## src/hdl/assert_macros.svh

```systemverilog
// Assertion macros for the temperature sensor supervisor.
// Expects a clock named clk and a synchronous active high reset named rst in scope.
`ifndef ASSERT_MACROS_SVH
`define ASSERT_MACROS_SVH

// Clocked property, switched off while reset is high.
`define TSS_ASSERT(lbl, prop, msg) \
  lbl: assert property (@(posedge clk) disable iff (rst) (prop)) else $error(msg);

// Condition that holds at every clock edge out of reset.
`define TSS_ALWAYS(lbl, expr, msg) \
  `TSS_ASSERT(lbl, expr, msg)

`endif

```

## src/hdl/tss_pkg.sv

```systemverilog
// Types and constants of the temperature sensor supervisor.
// Used by temp_sensor_supervisor; depends on nothing else.
package tss_pkg;

  localparam int CfgIndexW = 3;
  localparam int CfgDataW  = 32;

  localparam logic [CfgIndexW-1:0] CfgPresentMask = 3'd0;
  localparam logic [CfgIndexW-1:0] CfgHighLimit   = 3'd1;
  localparam logic [CfgIndexW-1:0] CfgMaxJump     = 3'd2;
  localparam logic [CfgIndexW-1:0] CfgStreakLimit = 3'd3;
  localparam logic [CfgIndexW-1:0] CfgCooldownMs  = 3'd4;

  localparam logic [2:0]         ResetPresentMask = 3'd7;
  localparam logic signed [11:0] ResetHighLimit   = 12'sd1360;
  localparam logic [11:0]        ResetMaxJump     = 12'd160;
  localparam logic [7:0]         ResetStreakLimit = 8'd5;
  localparam logic [31:0]        ResetCooldownMs  = 32'd60000;

  localparam logic signed [11:0] DisconnectedRaw = -12'sd2032;
  localparam logic signed [11:0] LowLimitRaw     = -12'sd880;
  localparam logic [31:0]        RequestPeriodMs = 32'd1000;
  localparam logic [31:0]        ConversionMs    = 32'd750;
  localparam logic [31:0]        ReinitWaitMs    = 32'd500;
  localparam logic [7:0]         StreakMax       = 8'd255;

  typedef enum logic [2:0] {
    Q_UNKNOWN,
    Q_OK,
    Q_MISSING,
    Q_IMPLAUSIBLE,
    Q_RECOVERING
  } quality_t;

  typedef enum logic [1:0] {
    PH_IDLE,
    PH_POWER_OFF,
    PH_WAIT_REINIT
  } phase_t;

  typedef struct packed {
    logic [31:0]        now_ms;
    logic               powered;
    logic               cycling;
    logic signed [11:0] raw_return;
    logic signed [11:0] raw_boiler;
    logic signed [11:0] raw_outdoor;
  } tick_word_t;

  typedef struct packed {
    logic               request_conversion;
    logic               reinit_buses;
    logic               start_power_cycle;
    logic               read_done;
    quality_t           quality_return;
    quality_t           quality_boiler;
    quality_t           quality_outdoor;
    logic signed [11:0] temp_return;
    logic signed [11:0] temp_boiler;
    logic signed [11:0] temp_outdoor;
  } res_word_t;

endpackage

```

## src/hdl/temp_sensor_supervisor.sv

```systemverilog
// Temperature sensor supervisor: request pacing, qualification, bus recovery.
// Depends on tss_pkg and assert_macros.svh.
//
// One tick word a cycle is taken; its result word sits in the output register
// in the next cycle, and a new tick is taken in the same cycle as the previous
// result leaves, so the sustained rate is one word per clock while the result
// side does not stall. Latency and rate are set by the single stage of 32-bit
// time subtractions and compares in front of the state and output registers.
// Configuration registers are written at each clock with cfg_write high, out of reset.
`include "assert_macros.svh"

module temp_sensor_supervisor (
  input  logic                             clk,
  input  logic                             rst,
  input  logic                             tick_valid,
  output logic                             tick_stall,
  input  tss_pkg::tick_word_t              tick_word,
  output logic                             res_valid,
  input  logic                             res_stall,
  output tss_pkg::res_word_t               res_word,
  input  logic                             cfg_write,
  input  logic [tss_pkg::CfgIndexW-1:0]    cfg_index,
  input  logic [tss_pkg::CfgDataW-1:0]     cfg_data
);

  logic [2:0]         present_mask;
  logic signed [11:0] high_limit;
  logic [11:0]        max_jump;
  logic [7:0]         streak_limit;
  logic [31:0]        cooldown_ms;

  logic [2:0]          lg_valid, lg_valid_next;
  logic signed [11:0]  lg_value [3];
  logic signed [11:0]  lg_value_next [3];
  tss_pkg::quality_t   held_quality [3];
  tss_pkg::quality_t   held_quality_next [3];
  logic signed [11:0]  held_temp [3];
  logic signed [11:0]  held_temp_next [3];
  tss_pkg::phase_t     phase, phase_next;
  logic                recovering_bus, recovering_bus_next;
  logic [31:0]         wait_until, wait_until_next;
  logic [7:0]          error_streak [2];
  logic [7:0]          error_streak_next [2];
  logic [1:0]          bus_recovering, bus_recovering_next;
  logic [31:0]         last_recovery [2];
  logic [31:0]         last_recovery_next [2];
  logic [31:0]         last_request, last_request_next;
  logic [31:0]         read_time, read_time_next;

  logic                accept;
  logic signed [11:0]  raw [3];
  logic                req, reinit, pcycle, rdone;
  logic [31:0]         since_wait, since_req, since_read, since_rec;
  logic signed [12:0]  diff;
  logic [12:0]         mag;
  logic                bad;
  logic [1:0]          bus_ok;
  tss_pkg::res_word_t  res_word_next;

  assign accept     = tick_valid && !tick_stall;
  assign tick_stall = res_valid && res_stall;

  assign raw[0] = tick_word.raw_return;
  assign raw[1] = tick_word.raw_boiler;
  assign raw[2] = tick_word.raw_outdoor;

  always_comb begin
    lg_valid_next       = lg_valid;
    lg_value_next       = lg_value;
    held_quality_next   = held_quality;
    held_temp_next      = held_temp;
    phase_next          = phase;
    recovering_bus_next = recovering_bus;
    wait_until_next     = wait_until;
    error_streak_next   = error_streak;
    bus_recovering_next = bus_recovering;
    last_recovery_next  = last_recovery;
    last_request_next   = last_request;
    read_time_next      = read_time;
    req        = 1'b0;
    reinit     = 1'b0;
    pcycle     = 1'b0;
    rdone      = 1'b0;
    since_req  = '0;
    since_read = '0;
    since_rec  = '0;
    diff       = '0;
    mag        = '0;
    bad        = 1'b0;
    bus_ok     = '0;
    since_wait = tick_word.now_ms - wait_until;

    unique case (phase)
      tss_pkg::PH_IDLE: begin
      end
      tss_pkg::PH_POWER_OFF: begin
        if (!tick_word.cycling) begin
          phase_next      = tss_pkg::PH_WAIT_REINIT;
          wait_until_next = tick_word.now_ms + tss_pkg::ReinitWaitMs;
        end
      end
      default: begin
        if (phase != tss_pkg::PH_WAIT_REINIT || !since_wait[31]) begin
          reinit = (phase == tss_pkg::PH_WAIT_REINIT);
          req    = reinit;
          bus_recovering_next[recovering_bus] = 1'b0;
          error_streak_next[recovering_bus]   = '0;
          last_recovery_next[recovering_bus]  = tick_word.now_ms;
          phase_next = tss_pkg::PH_IDLE;
        end
      end
    endcase

    if (phase_next != tss_pkg::PH_IDLE) begin
      for (int i = 0; i < 3; i++) held_quality_next[i] = tss_pkg::Q_RECOVERING;
    end else if (!tick_word.powered) begin
      held_quality_next[0] = tss_pkg::Q_RECOVERING;
    end else begin
      since_req = tick_word.now_ms - last_request;
      if (last_request == '0 || since_req > tss_pkg::RequestPeriodMs) begin
        req               = 1'b1;
        last_request_next = tick_word.now_ms;
        read_time_next    = tick_word.now_ms + tss_pkg::ConversionMs;
      end
      since_read = tick_word.now_ms - read_time_next;
      if (!since_read[31]) begin
        rdone = 1'b1;
        for (int i = 0; i < 3; i++) begin
          if (!present_mask[i]) begin
            held_quality_next[i] = tss_pkg::Q_MISSING;
            held_temp_next[i]    = '0;
          end else begin
            diff = {raw[i][11], raw[i]} - {lg_value[i][11], lg_value[i]};
            mag  = diff[12] ? 13'(-diff) : 13'(diff);
            bad  = (raw[i] == tss_pkg::DisconnectedRaw) || (raw[i] <= tss_pkg::LowLimitRaw) ||
                   (raw[i] >= high_limit) || (lg_valid[i] && mag > {1'b0, max_jump});
            if (bad) begin
              held_quality_next[i] = tss_pkg::Q_IMPLAUSIBLE;
              held_temp_next[i]    = '0;
            end else begin
              held_quality_next[i] = tss_pkg::Q_OK;
              held_temp_next[i]    = raw[i];
              lg_valid_next[i]     = 1'b1;
              lg_value_next[i]     = raw[i];
            end
          end
        end
        bus_ok[0] = held_quality_next[0] == tss_pkg::Q_OK || !present_mask[0];
        bus_ok[1] = (held_quality_next[1] == tss_pkg::Q_OK || !present_mask[1]) &&
                    (held_quality_next[2] == tss_pkg::Q_OK || !present_mask[2]);
        for (int b = 0; b < 2; b++) begin
          if (bus_ok[b]) begin
            error_streak_next[b] = '0;
          end else begin
            if (error_streak_next[b] != tss_pkg::StreakMax) begin
              error_streak_next[b] = error_streak_next[b] + 8'd1;
            end
            since_rec = tick_word.now_ms - last_recovery_next[b];
            if (error_streak_next[b] >= streak_limit && !bus_recovering_next[b] &&
                (last_recovery_next[b] == '0 || since_rec > cooldown_ms) &&
                phase_next == tss_pkg::PH_IDLE) begin
              recovering_bus_next    = 1'(b);
              phase_next             = tss_pkg::PH_POWER_OFF;
              wait_until_next        = tick_word.now_ms;
              bus_recovering_next[b] = 1'b1;
              pcycle                 = 1'b1;
            end
          end
        end
      end
    end

    res_word_next.request_conversion = req;
    res_word_next.reinit_buses       = reinit;
    res_word_next.start_power_cycle  = pcycle;
    res_word_next.read_done          = rdone;
    res_word_next.quality_return     = held_quality_next[0];
    res_word_next.quality_boiler     = held_quality_next[1];
    res_word_next.quality_outdoor    = held_quality_next[2];
    res_word_next.temp_return  = (held_quality_next[0] == tss_pkg::Q_OK) ? held_temp_next[0] : '0;
    res_word_next.temp_boiler  = (held_quality_next[1] == tss_pkg::Q_OK) ? held_temp_next[1] : '0;
    res_word_next.temp_outdoor = (held_quality_next[2] == tss_pkg::Q_OK) ? held_temp_next[2] : '0;
  end

  always_ff @(posedge clk) begin
    if (rst) begin
      present_mask   <= tss_pkg::ResetPresentMask;
      high_limit     <= tss_pkg::ResetHighLimit;
      max_jump       <= tss_pkg::ResetMaxJump;
      streak_limit   <= tss_pkg::ResetStreakLimit;
      cooldown_ms    <= tss_pkg::ResetCooldownMs;
      lg_valid       <= '0;
      phase          <= tss_pkg::PH_IDLE;
      recovering_bus <= 1'b0;
      wait_until     <= '0;
      bus_recovering <= '0;
      last_request   <= '0;
      read_time      <= '0;
      for (int i = 0; i < 3; i++) begin
        held_quality[i] <= tss_pkg::Q_UNKNOWN;
        held_temp[i]    <= '0;
      end
      for (int b = 0; b < 2; b++) begin
        error_streak[b]  <= '0;
        last_recovery[b] <= '0;
      end
    end else begin
      if (cfg_write) begin
        unique case (cfg_index)
          tss_pkg::CfgPresentMask: present_mask <= cfg_data[2:0];
          tss_pkg::CfgHighLimit:   high_limit   <= cfg_data[11:0];
          tss_pkg::CfgMaxJump:     max_jump     <= cfg_data[11:0];
          tss_pkg::CfgStreakLimit: streak_limit <= cfg_data[7:0];
          tss_pkg::CfgCooldownMs:  cooldown_ms  <= cfg_data[31:0];
          default: begin
          end
        endcase
      end
      if (accept) begin
        lg_valid       <= lg_valid_next;
        held_quality   <= held_quality_next;
        held_temp      <= held_temp_next;
        phase          <= phase_next;
        recovering_bus <= recovering_bus_next;
        wait_until     <= wait_until_next;
        error_streak   <= error_streak_next;
        bus_recovering <= bus_recovering_next;
        last_recovery  <= last_recovery_next;
        last_request   <= last_request_next;
        read_time      <= read_time_next;
      end
    end
  end

  always_ff @(posedge clk) begin
    if (accept) begin
      lg_value <= lg_value_next;
    end
  end

  always_ff @(posedge clk) begin
    if (rst) begin
      res_valid <= 1'b0;
    end else if (accept) begin
      res_valid <= 1'b1;
    end else if (!res_stall) begin
      res_valid <= 1'b0;
    end
  end

  always_ff @(posedge clk) begin
    if (accept) begin
      res_word <= res_word_next;
    end
  end

  `TSS_ALWAYS(a_one_bus_recovering, (phase != tss_pkg::PH_IDLE) == ($countones(bus_recovering) == 1), "recovery phase and bus flags disagree")
  `TSS_ALWAYS(a_recovering_bus_flag, (phase == tss_pkg::PH_IDLE) || bus_recovering[recovering_bus], "recovering bus has no flag set")
  `TSS_ASSERT(a_accept_gives_word, accept |=> res_valid, "accepted tick produced no result word")
  `TSS_ALWAYS(a_power_cycle_phase, !(res_valid && res_word.start_power_cycle) || (phase == tss_pkg::PH_POWER_OFF), "power cycle requested outside power off phase")
  `TSS_ALWAYS(a_reinit_idle, !(res_valid && res_word.reinit_buses) || (phase == tss_pkg::PH_IDLE) || res_word.start_power_cycle, "reinit issued while recovery still runs")

endmodule

```

## config.mk

```make
export PLATFORM = sky130hd
export DESIGN_NAME = temp_sensor_supervisor
export DESIGN_NICKNAME = d
export VERILOG_FILES = /design/src/hdl/tss_pkg.sv /design/src/hdl/temp_sensor_supervisor.sv
export VERILOG_INCLUDE_DIRS = /design/src /design/src/hdl
export SDC_FILE = /design/constraint.sdc
export NUM_CORES = 2
export LEC_CHECK = 0
export ABC_AREA = 1
export BUFFER_PORTS_ARGS = -buffer_cell sky130_fd_sc_hd__buf_2
export CORE_UTILIZATION = 52
export DETAILED_ROUTE_END_ITERATION = 12
export PLACE_DENSITY = 0.69
export REMOVE_ABC_BUFFERS = 1
export SYNTH_ARGS = -nofsm -noshare
export SYNTH_HDL_FRONTEND = slang
export SYNTH_SLANG_ARGS = --single-unit
```

## constraint.sdc

```tcl
create_clock -name clk -period 17.4 [get_ports clk]
set_clock_uncertainty 0.05 [all_clocks]
set_input_delay 2.61 -clock clk [delete_from_list [all_inputs] [get_ports clk]]
set_output_delay 2.61 -clock clk [all_outputs]
set_load 0.05 [all_outputs]
```

# ---- Word-level counts from Yosys, hierarchy flattened
# Cells that the tools add are included.
dict set report op_classes {
  n_addsub 15
  magnitude_cmp 18
  n_eq_ne 19
  muxes 107
  bitwise_logic 11
  n_reduce_logical 59
}
# cell n
set op_table {}
lappend op_table {{2-to-1 mux 32 bit} 13}
lappend op_table {{subtractor 32 bit} 5}
lappend op_table {{2-to-1 mux 64 bit} 2}
lappend op_table {{2-to-1 mux 36 bit} 3}
lappend op_table {{2-to-1 mux 8 bit} 13}
lappend op_table {{logical NOT 32 bit} 3}
lappend op_table {{2-to-1 mux 16 bit} 5}
lappend op_table {{2-to-1 mux 12 bit} 6}
lappend op_table {{bitwise mux 64 bit} 1}
lappend op_table {{> comparator 32 bit} 2}
lappend op_table {{2-to-1 mux 2 bit} 23}
lappend op_table {{> comparator 13 x 12 -> 1 bit} 3}
lappend op_table {{2-to-1 mux 13 bit} 3}
lappend op_table {{negation 13 bit} 3}
lappend op_table {{subtractor 12 x 12 -> 13 bit} 3}
lappend op_table {{equality test 12 bit (second input constant)} 3}
lappend op_table {{greater-or-equal comparator 12 bit} 3}
lappend op_table {{<= comparator 12 x 11 -> 1 bit (second input constant)} 3}
lappend op_table {{adder 32 x 10 -> 32 bit (second input constant)} 1}
lappend op_table {{adder 32 x 9 -> 32 bit (second input constant)} 1}
lappend op_table {{demux 32 bit (select 1 bit)} 1}
lappend op_table {{> comparator 32 x 10 -> 1 bit (second input constant)} 1}
lappend op_table {{2-to-1 mux 3 bit} 10}
lappend op_table {{equality test 3 x 1 -> 1 bit (second input constant)} 7}
lappend op_table {{37 further kinds} 111}
dict set report totals {
  reg_bits 382
  inputBits 110
  out_inout_bits 51
  elab_cells 267
}

# ---- Depth between registers and ports, before layout
dict set report logic_depth {
  ltp_word 33
  mapped_depth 55
}

# ---- Least setup slack after synthesis
# No wires, ideal clock.
dict set report synth_path {
  kind {input -> output}
  start {input res_stall}
  end {output tick_stall}
  arrival_time_ns 3.014
  path_slack_ns 11.726
  cell_stages 2
  n_path_buf 0
  cell_sequence {nand2_1 > inv_1}
}
dict set report synth_between {
  elab_chain_cells 1
}
# element line_no
set synth_lines {}
lappend synth_lines {{from (decl)} temp_sensor_supervisor.sv:19} ;# input logic res_stall,
lappend synth_lines {{logical AND 1 bit} temp_sensor_supervisor.sv:61} ;# assign tick_stall = res_valid && res_stall;
lappend synth_lines {{to (decl)} temp_sensor_supervisor.sv:16} ;# output logic tick_stall,
# No other way between the ends.

# ---- Worst setup path after layout
dict set report layout_path {
  start {input tick_word[56] in the netlist's numbering}
  end {register wait_until[22]}
}
dict set report layout_between {
  elab_chain_cells 27
}
# element line_no
set layout_lines {}
lappend layout_lines {{from (decl)} temp_sensor_supervisor.sv:17} ;# input tss_pkg::tick_word_t tick_word,
lappend layout_lines {{branches (longest 26 deep; another with subtractor 32 bit)} --}
lappend layout_lines {{2-to-1 mux 32 bit *} temp_sensor_supervisor.sv:114} ;# if (phase_next != tss_pkg::PH_IDLE) begin
lappend layout_lines {{to (signal assigned)} temp_sensor_supervisor.sv:225} ;# wait_until <= wait_until_next;
lappend layout_lines {{to (decl)} temp_sensor_supervisor.sv:41} ;# logic [31:0] wait_until, wait_until_next;
# Mark *: on every way between the ends. The select of a mux whose other input is x is not followed.
# A chain may end at the register's enable or synchronous reset.

==> flow_metrics.tcl <==
set metrics [dict create \
    outcome "completed" \
    synth-seq-cells 382 \
    ctsResizeCount 0 \
    crit_type "primary input to flip-flop" \
    synthArstFlopShare 0 \
    fmax_mhz 94.5 \
    post-route-period-util 0.608 \
    drt-initial-drc-count 1995 \
    fin_cells 5475 \
    synth_area_per_cell_um2 6.75 \
    synth_area_leaders "dfxtp_1 19%, ha_1 14%, nand2_1 13%" \
    drt_pre_antenna_iters 8 \
    synth_common_cells "1057 x nand2_1, 673 x inv_1, 485 x a21oi_1" \
    die_area_um2 60800 \
    core_um2 59000 \
    timing.critical_path.mode_cell "nand2_1" \
    io_buffers 160 \
    post_drt_wl_per_cell_um 16.3 \
    worstPathMaxFanout 75 \
    grt_pass1_vias 27300 \
    cts_buffer_depth 3 \
    insertion_delay_ns 0.60 \
    grt-ovfl-total 0 \
    synth_top_area_cell "dfxtp_1" \
    synth_edf_count 85 \
    peakVddDrop_v 0.0000768 \
    hold_viol 0 \
    relSlewSlack 0.313 \
    hold_class "flip-flop to flip-flop" \
    synth_cell_types 64 \
    cts_setup_buffers 0 \
    synth_top_cell_area_share 0.191 \
    postCtsHoldBufs 0 \
    path_clk_slew_ns 0.06 \
    synth_cells 4604 \
    vias 29700 \
    slew_violations 0 \
    gp_congestion 0.932 \
    setup_violations 0 \
    cts_tree "done" \
    power.leakage_uw 0.0165 \
    routed.top_layer "met5" \
    slowest_stage "buf_4" \
    tightest_slew_ns 1.03 \
    drv_cap 0 \
    htree_num_levels 2 \
    yosysWarningCount 0 \
    seq_area_frac_synth 0.273 \
    cts-buffers-inserted 45 \
    met1_length_um 39500 \
    nets 5135 \
    synth_ff_type "dfxtp_1" \
    wirelength_um 89400 \
    postLayoutCoreUtil 0.573 \
    die_h_um 247 \
    cts.sinks 382 \
    grt_pass1_wl_um 143000 \
    start_kind "primary input" \
    ant_nets 0 \
    dp.final_hpwl_um 66800 \
    end_kind "flip-flop" \
    row_count 89 \
    power-per-cell-area_nw_per_um2 86.1 \
    cts-root-buf "clkbuf_16" \
    placed_cell_area_um2 32300 \
    layout-drive-gt1-share 0.0766 \
    viasPerCell 5.43 \
    grt_start_max_net_pins 107 \
    drc 0 \
    cp.required_ns 17.88 \
    cp.arrival_ns 11.07 \
    track_usage 0.293 \
    io_pins 161 \
    dp.cells 5395 \
    tns_ns 0 \
    chipWidth_um 247 \
    syn2layout_area_growth_pct 8.74 \
    route.met2.wl_um 41300 \
    final_area_um2 33800 \
    period_needed_ns 10.59 \
    initial_core_util 0.527 \
    wl_met3_um 5430 \
    diodes 0 \
    rsz0062_at_grt "false" \
    synth.most_common_cell "nand2_1" \
    max_stage_delay_ns 0.55 \
    synth_area_um2 31100 \
    antenna_found_initial 3 \
]
[sequential cells by signal, indices dropped and copies added (netlist names), 2 cells and up]
| signal | cells |
|---|---|
| bus_recovering | 2 |
| cooldown_ms | 32 |
| error_streak | 16 |
| held_quality | 9 |
| held_temp | 36 |
| high_limit | 12 |
| last_recovery | 64 |
| last_request | 32 |
| lg_valid | 3 |
| lg_value | 36 |
| max_jump | 12 |
| phase | 2 |
| present_mask | 3 |
| read_time | 32 |
| res_word | 49 |
| streak_limit | 8 |
| wait_until | 32 |
[final cells by class]
cell class	count	area (um2)
multi-input cells	3366	19200
fillers	5850	25200
inverters	694	2610
repair buffers	180	953
well taps	773	967
clock buffers	67	1390
clock inverters	13	161
flip-flops and latches	382	8500
[path summary, 6_finish.rpt]
| check | start | end | slack (ns) | depth (start not counted) |
|---|---|---|---|---|
| max | tick_word[56] | wait_until[22]$_SDFFE_PP0P_ | 6.81 | 48 |
| min | last_recovery[58]$_SDFFE_PP0P_ | last_recovery[58]$_SDFFE_PP0P_ | 0.40 | 2 |
| min reg2reg | last_recovery[58]$_SDFFE_PP0P_ | last_recovery[58]$_SDFFE_PP0P_ | 0.40 | 2 |
| max reg2reg | wait_until[28]$_SDFFE_PP0P_ | wait_until[22]$_SDFFE_PP0P_ | 8.72 | 48 |
[metrics by stage]
step	hold WS, ns	setup slack [ns]	total power, uW
2_1_floorplan	0.374	2.94	1670
3_3_place_gp	0.389	6.56	1910
3_5_place_dp	0.394	6.32	1920
4_1_cts	0.404	6.92	2920
5_1_grt	0.417	5.83	3080
6_report	0.401	6.81	2910
[metal layers]
metal / track usage / up-vias
met1: 0.377 / 13400
met4: 0.110 / 4
met3: 0.0339 / 179
li1: - / 15200
met5: 0 / -
met2: 0.498 / 925
[cell usage in the layout, fill, tap and decap left out, types with 8 or more instances in the layout]
master	count
a211oi_1	28
a21boi_0	10
a21oi_1	485
a31oi_1	9
buf_2	159
buf_4	21
clkbuf_16	48
clkbuf_8	12
dfxtp_1	297
edfxtp_1	85
ha_1	350
inv_1	673
inv_2	17
nand2_1	1056
nand2_2	27
nand3_1	201
nand3_2	8
nand4_1	74
nor2_1	350
nor2_2	30
nor3_1	47
nor4_1	9
o211ai_1	34
o21a_1	12
o21ai_0	329
o21ai_1	37
o21bai_1	13
xnor2_1	35
xor2_1	141
[worst max-delay path: cells and delay by family]
kind / cells / cell delay [ns]
AO/OA/AOI/OAI: 14 / 3.18
AND/OR/NAND/NOR: 26 / 3.11
adder cells (fa/ha/maj): 3 / 0.97
XOR/XNOR: 1 / 0.11
buffers and inverters: 4 / 1.01
[cell families (layout without fill, tap and decap cells)]
logic type	Yosys count	count (layout)	share of synthesized area
adders and majority gates	356	356	0.145
xor gates and xnor gates	176	176	0.0496
AOI/OAI and AO/OA	998	998	0.173
muxes	5	5	0.00161
buffers and inverters	856	954	0.109
and+or+nand+nor	1831	1831	0.248
DFF	382	382	0.273
[power breakdown]
group | switching, uW | leakage, uW | internal [uW]
Sequential | 22.1 | 0.00324 | 958
Combinational | 616 | 0.0125 | 314
Clock | 404 | 0.000773 | 598
(Power assumes the default switching activity.)
